==> config.mk <==
export PLATFORM = sky130hd
export DESIGN_NAME = tcce_front
export DESIGN_NICKNAME = d
export VERILOG_FILES = /design/src/design/tcce_pkg.sv /design/src/design/tcce_front.sv
export SDC_FILE = /design/constraint.sdc
export NUM_CORES = 1
export LEC_CHECK = 0
export ABC_CLOCK_PERIOD_IN_PS = 3800
export BUFFER_PORTS_ARGS = -buffer_cell sky130_fd_sc_hd__buf_4
export CAP_MARGIN = 20
export CORE_AREA = 2 2 63 65
export DETAILED_ROUTE_END_ITERATION = 12
export DIE_AREA = 0 0 65 67
export GPL_TIMING_DRIVEN = 0
export PLACE_DENSITY = 0.81
export SYNTH_ARGS = -nofsm -noshare
export SYNTH_HDL_FRONTEND = slang
export SYNTH_SLANG_ARGS = --single-unit
==> constraint.sdc <==
create_clock -name clk_i -period 3.8 [get_ports clk_i]
set_input_delay 0.38 -clock clk_i [delete_from_list [all_inputs] [get_ports clk_i]]
set_output_delay 0.38 -clock clk_i [all_outputs]
set_load 0.01 [all_outputs]
==> src/design/tcce_pkg.sv <==
`timescale 1ns / 1ps
// ----------------------------------------------------------------------------
// tcce_pkg
// types, constants and codes shared by the text console character engine
// ----------------------------------------------------------------------------
package tcce_pkg;

  localparam int unsigned COLUMNS_DEF  = 80;
  localparam int unsigned ROWS_DEF     = 25;
  localparam int unsigned RESERVED_DEF = 1;

  localparam logic [15:0] BLANK_CELL      = 16'h0F20;
  localparam logic [7:0]  FIRST_PRINTABLE = 8'd32;
  localparam logic [7:0]  LAST_PRINTABLE  = 8'd126;
  localparam logic [7:0]  CODE_BS = 8'd8;
  localparam logic [7:0]  CODE_HT = 8'd9;
  localparam logic [7:0]  CODE_LF = 8'd10;
  localparam logic [7:0]  CODE_FF = 8'd12;
  localparam logic [7:0]  CODE_CR = 8'd13;

  localparam logic [1:0] REG_FG    = 2'd0;
  localparam logic [1:0] REG_BG    = 2'd1;
  localparam logic [1:0] REG_BLINK = 2'd2;

  typedef enum logic [2:0] {
    OP_NOP, OP_PUT, OP_BS, OP_HT, OP_LF, OP_FF, OP_CR, OP_READ
  } op_e;

  typedef struct packed {
    logic       cmd;
    logic [7:0] char_code;
    logic [4:0] read_row;
    logic [6:0] read_col;
  } in_item_t;

  typedef struct packed {
    logic [10:0] cursor_position;
    logic [15:0] cell_data;
  } out_item_t;

  typedef struct packed {
    op_e        op;
    logic [7:0] char_code;
    logic [4:0] read_row;
    logic [6:0] read_col;
  } op_item_t;

endpackage

==> src/design/tcce_front.sv <==
`timescale 1ns / 1ps
// ----------------------------------------------------------------------------
// tcce_front
// accepts input beats, decodes them into operations, two-entry queue
// ----------------------------------------------------------------------------
module tcce_front
  import tcce_pkg::*;
(
  input  logic     clk_i,
  input  logic     rst_ni,
  input  logic     push_i,
  input  in_item_t in_i,
  output logic     full_o,
  output logic     op_valid_o,
  output op_item_t op_o,
  input  logic     op_take_i
);

  op_item_t   slot_q [2];
  logic [1:0] cnt_q, cnt_d;
  logic       rd_q, wr_q;
  logic       acc;
  op_item_t   dec;

  always_comb begin
    dec.char_code = in_i.char_code;
    dec.read_row  = in_i.read_row;
    dec.read_col  = in_i.read_col;
    if (in_i.cmd) begin
      dec.op = OP_READ;
    end else if (in_i.char_code >= FIRST_PRINTABLE && in_i.char_code <= LAST_PRINTABLE) begin
      dec.op = OP_PUT;
    end else begin
      unique case (in_i.char_code)
        CODE_BS: dec.op = OP_BS;
        CODE_HT: dec.op = OP_HT;
        CODE_LF: dec.op = OP_LF;
        CODE_FF: dec.op = OP_FF;
        CODE_CR: dec.op = OP_CR;
        default: dec.op = OP_NOP;
      endcase
    end
  end

  assign full_o     = (cnt_q == 2'd2);
  assign acc        = push_i && !full_o;
  assign op_valid_o = (cnt_q != 2'd0);
  assign op_o       = slot_q[rd_q];

  always_comb begin
    cnt_d = cnt_q;
    if (acc && !(op_take_i && op_valid_o)) cnt_d = cnt_q + 2'd1;
    else if (!acc && op_take_i && op_valid_o) cnt_d = cnt_q - 2'd1;
  end

  always_ff @(posedge clk_i or negedge rst_ni) begin
    if (!rst_ni) begin
      cnt_q <= '0;
      rd_q  <= 1'b0;
      wr_q  <= 1'b0;
    end else begin
      cnt_q <= cnt_d;
      if (acc) wr_q <= !wr_q;
      if (op_take_i && op_valid_o) rd_q <= !rd_q;
    end
  end

  always_ff @(posedge clk_i) begin
    if (acc) slot_q[wr_q] <= dec;
  end

endmodule

==> impl_metrics.yaml, run 1 <==
status:
  status: "complete, no violations"
critical_path:
  slowest_delay_ns: 0.87
  crit_cells: 2
  r2r-start: "cnt_q[0]"
  rr_worst_depth: 2
  required_ns: 3.70
  r2r_end: "slot_q[1][19]"
  r2r_setup_slack_ns: 1.97
  cp_data_arrival_time_ns: 1.73
  path_max_fanout: 23
  endpoint_kind: "flip-flop"
  endpoint: "slot_q[1][19]"
  path_class: "flip-flop to flip-flop"
  cp_top_family: "simple AND/OR/NAND/NOR gates"
  worst_path_max_delay_cell: "and3_1"
  crit_chain: "nand2b_1 -> and3_1"
  cp-start-kind: "flip-flop"
  setup.worst_path.start: "cnt_q[0]"
  critPathBufInv: 0
power:
  powerDensity_nw_per_um2: 643.6
  vdd_drop_max_uv: 342.9
  power_mw: 1.634
  p_leak_nw: 0.9549
die:
  dieArea_sq_um: 4355
  core_sq_um: 3606
  initial_utilization_pct: 55.17
  rows: 22
  die_h_um: 67
  die_w_um: 65
  io_pins: 50
cts:
  post_cts_buffers: 0
  clock_sinks: 50
  cts_max_level: 2
  cts_resized: 0
  cts_tree: "built"
  cts-root-buf: "clkbuf_8"
  insertion_delay_ns: 0.28
  clk_pin_slew_ns: 0.08
  clock_path_buffers: 2
  numCtsBuffers: 5
  holdBufCountCts: 1
finish:
  finalNonFillerCells: 214
  syn_to_final_growth_pct: 27.61
  final_common_cell: "buf_4"
  final_cell_mix: "buf_4 (49), edfxtp_1 (46), mux2_2 (23)"
  nets: 190
  diodes: 0
  fillers: 245
  layout-drive-gt1-share_pct: 51.81
yosys:
  avgSynthCellArea_sq_um: 18.59
  postSynthRegisterBits: 50
  ys_warn_count: 0
  synth_fp_nets: 132
  netlist_instances: 107
  yosysSeqAreaShare_pct: 74.47
  syn_area_sq_um: 1989
  yosysUniqueCellTypes: 27
worst_hold_path:
  hp-class: "primary input to flip-flop"
place:
  numPortBuffers: 49
  gp_congestion: 0.7309
  hpwlAfterDp_um: 2365
  dp_cells: 205
global_routing:
  grt_pass1_vias: 1119
  grt_usage_pct: 16.08
  grt_pass1_wl_um: 5106
  grt_max_degree: 24
  grt_overflow_total: 0
  grt_antenna_before_repair: 0
routing:
  routed_wl_um: 3195
  via_count: 1112
  final_antenna_net_count: 0
  drc: 0
  drt_first_iter_violations: 42
  via_per_inst: 5.196
  drt-wirelength-per-cell_um: 14.93
  dr.pass1.iters: 4
sta:
  worst_clock_skew_ns: 0.007337
  rsz0062_at_grt: "false"
  tightestPinTransition_ns: 1.043
  relSlewSlack_pct: 30.49
  fin_setup_tns_ns: 0
  setup-violations-final: 0
  max_freq_ghz: 0.5475
  post-route-period-util_pct: 48.06
  finalHoldViolCount: 0
  drv_slew: 0
  fin_crit_ns: 1.826
run:
  maxCapViolCount: 0
-- flip-flops by register name, summed over array words and instances, names as in the netlist --
register and count:
cnt_q 2, rd_q 1, slot_q 46, wr_q 1
-- where the power goes --
part	switching [mW]	internal [mW]	total (mW)
clock network	0.148	0.127	0.275
logic	0.269	0.325	0.594
registers	0.0332	0.732	0.766
-- cells in the mapped netlist, drive strengths merged --
cell type | instances | area [sq um]
edfxtp | 46 | 1381
mux2 | 24 | 270.3
dfrtp | 4 | 100.1
a21oi | 3 | 15.01
buf | 3 | 33.78
o21ai | 3 | 15.01
xnor2 | 3 | 26.28
inv | 2 | 7.510
nand2 | 2 | 7.510
nor2 | 2 | 7.510
a31o | 1 | 8.760
and2b | 1 | 8.760
and3 | 1 | 6.260
nand2b | 1 | 6.260
nand3b | 1 | 7.510
nand4 | 1 | 6.260
nand4b | 1 | 8.760
nor2b | 1 | 6.260
nor3b | 1 | 7.510
nor4 | 1 | 21.27
o211ai | 1 | 7.510
o21ba | 1 | 10.01
o21bai | 1 | 7.510
o22ai | 1 | 6.260
or2 | 1 | 6.260
-- area by class of cell --
class	instances	area [sq um]	share of cell area, %
Buffer	3	33.78	1.331
Sequential cell	50	1481	58.35
Inverter	2	7.507	0.2957
Clock inverter	2	8.758	0.3450
Tap cell	48	60.06	2.366
Clock buffer	6	72.57	2.859
Multi-Input combinational cell	52	469.2	18.48
Timing Repair Buffer	51	405.4	15.97
-- per-layer routing --
metal | global-route usage (%) | vias up | wire [um]
li1 | - | 526 | -
met1 | 18.74 | 548 | 1241
met2 | 29.12 | 38 | 1695
met3 | 4.561 | 0 | 259
met4 | 4.255 | 0 | 0
met5 | 0 | - | 0
-- worst min-delay path by stage --
stage	from	endpoint	slack, ns	cells past startpoint
finish	in_i[5]	slot_q[1][5]	0.28	1
global route	in_i[9]	slot_q[0][9]	0.26	1
CTS	in_i[11]	slot_q[1][11]	0.27	1
detailed placement	rst_ni	cnt_q[1]	0.18	1
global placement	rst_ni	cnt_q[1]	0.18	1
floorplan	rst_ni	cnt_q[0]	0.08	0
-- through the flow --
step / hold slack, ns / setup WS (ns) / instance area (sq um) / util, %
after floorplan: 0.08441 / 1.817 / 1989 / -
after global placement: 0.1757 / 1.340 / 2417 / 67.04
after detailed placement: 0.1768 / 1.947 / 2447 / 67.87
after CTS: 0.2660 / 1.930 / 2539 / 70.40
after global routing: 0.2550 / 1.801 / 2539 / 70.40
final: 0.2775 / 1.974 / 2539 / 70.40
-- logic make-up (layout without fill, tap and decap cells) --
logic type / count (synthesis) / after routing / share of synthesized area (%)
xor gates and xnor gates: 3 / 3 / 1.321
AOI/OAI and AO/OA: 11 / 11 / 3.522
muxes: 24 / 24 / 13.58
and+or+nand+nor: 14 / 14 / 5.033
buffers and inverters: 5 / 64 / 2.075
DFF: 50 / 50 / 74.47
No activity file was read; power rests on OpenSTA's default activity.
==> inputs of run 2 (changes only) <==
Settings changed: ABC_CLOCK_PERIOD_IN_PS 3800 to 1860, CORE_AREA 2 2 63 65 to 2 2 65 67, DIE_AREA 0 0 65 67 to 0 0 67 69, PLACE_DENSITY 0.81 to 0.77.
Clock period 3.8 ns to 1.86 ns, I/O delays scaled along.
==> run 2 against run 1 <==
Sequential share of layout area shrank 0.43 points. Die area grew 6.2%. Routed wire length grew 6.5%. Worst setup slack lost 1.7 ns. Via count is the same. Global-route usage shrank 0.83 points. Clock-buffer cell count shrank 1. Hold slack lost 0.21 ns. Sequential cell count is the same. Design area grew 0.74%. Register-to-register slack lost 1.6 ns.
==> impl_metrics.yaml, run 2 (synthesis results as in run 1) <==
status:
  status: "complete, no violations"
die:
  initial_utilization_pct: 50.83
  rows: 23
  die_w_um: 67
  dieArea_sq_um: 4623
  core_sq_um: 3914
  die_h_um: 69
  io_pins: 50
cts:
  insertion_delay_ns: 0.30
  numCtsBuffers: 5
  cts-root-buf: "clkbuf_8"
  cts_tree: "built"
  clk_pin_slew_ns: 0.09
  cts_max_level: 2
  clock_path_buffers: 2
  post_cts_buffers: 0
  clock_sinks: 50
power:
  powerDensity_nw_per_um2: 1367
  power_mw: 3.496
  p_leak_nw: 0.9652
  vdd_drop_max_uv: 811.7
routing:
  drt-wirelength-per-cell_um: 15.75
  drt_first_iter_violations: 51
  routed_wl_um: 3403
  dr.pass1.iters: 4
  via_count: 1112
  drc: 0
  via_per_inst: 5.148
  final_antenna_net_count: 0
global_routing:
  grt_max_degree: 24
  grt_usage_pct: 15.26
  grt_pass1_wl_um: 5168
  grt_pass1_vias: 1121
  grt_antenna_before_repair: 0
  grt_overflow_total: 0
finish:
  largest_register_ffs: 46
  final_common_cell: "buf_4"
  multi_input_area_sq_um: 470.5
  fin_area_sq_um: 2557
  seq_area_sq_um: 1481
  syn_to_final_growth_pct: 28.55
  fillers: 293
  finish.utilization_pct: 65.35
  finalNonFillerCells: 216
  reg.largest.list: "slot_q: 46 flops, cnt_q: 2 flops"
  layout-drive-gt1-share_pct: 53.61
  final_cell_mix: "buf_4 (49), edfxtp_1 (46), mux2_2 (23)"
  diodes: 0
  nets: 190
  regMostFlops: "slot_q"
critical_path:
  r2r-start: "cnt_q[0]"
  cp_data_arrival_time_ns: 1.43
  rr_worst_depth: 2
  endpoint: "op_o[13]"
  path_max_fanout: 10
  path_class: "flip-flop to primary output"
  cp-start-kind: "flip-flop"
  r2r_setup_slack_ns: 0.34
  setup.worst_path.start: "rd_q"
  endpoint_kind: "primary output"
  required_ns: 1.67
  r2r_end: "slot_q[1][18]"
sta:
  fin_crit_ns: 1.618
  rsz0062_at_grt: "false"
  drv_slew: 0
  relSlewSlack_pct: 63.72
  setup-violations-final: 0
  timing.hold.ws_ns: 0.06338
  post-route-period-util_pct: 86.96
  tightestPinTransition_ns: 0.5442
  worst_clock_skew_ns: 0.003584
  max_freq_ghz: 0.6182
  finalHoldViolCount: 0
worst_hold_path:
  hp-class: "primary input to flip-flop"
  worstHoldStart: "in_i[3]"
run:
  maxCapViolCount: 0
place:
  hpwlAfterDp_um: 2451
  numPortBuffers: 49
  gp_congestion: 0.6928
  dp_cells: 207
  placed_area_sq_um: 2437
-- run 2: layout make-up --
type                    count  area share (%)
plain buffers               3           1.321
clock inverters             3           1.566
inverters                   2          0.2935
repair buffers             51           15.36
well taps                  50           2.446
clock buffers               5           2.691
multi-input cells          52           18.40
flip-flops and latches     50           57.93
-- run 2: repair_timing --
item | 4_1_cts | 5_1_grt
resized for setup | 1 | 0
hold buffers | 1 | 0
endpoints found under the hold margin | 4 | 0
setup endpoints to repair | 23 | 0
-- run 2: per-stage QoR --
stage,setup WS [ns],setup TNS [ns]
after global placement,-0.08039,-1.834
after detailed placement,-0.03261,-0.7351
final,0.2425,0
after floorplan,0.2490,0
after CTS,0.2200,0
after global routing,0.1821,0
-- run 2: worst min-delay path by stage --
stage                               to  slack (ns)  depth (start not counted)
after global routing      slot_q[1][4]        0.05                          1
final                     slot_q[1][3]        0.06                          1
after CTS                 slot_q[1][5]        0.05                          1
after detailed placement          rd_q       -0.01                          1
after global placement        cnt_q[1]       -0.02                          1
after floorplan               cnt_q[0]       -0.11                          0
-- run 2: worst max-delay path, cell delays in order, from the launching register on --
cell and delay [ns]:
dfrtp_1 0.35, buf_6 0.12, buf_6 0.16, mux2_2 0.36, buf_4 0.15
-- run 2: power by group --
part / leakage (nW) / total [mW] / switching [mW] / internal (mW)
registers: 0.477 / 1.56 / 0.0663 / 1.49
clock network: 0.0579 / 0.734 / 0.338 / 0.396
logic: 0.430 / 1.20 / 0.554 / 0.648
-- run 2: metal layers --
layer	routed length (um)	vias to the layer above	GRT usage [%]
met5	0	-	0
met1	1385	531	17.59
met2	1714	43	25.30
met4	92	0	6.803
met3	211	10	5.057
li1	-	528	-
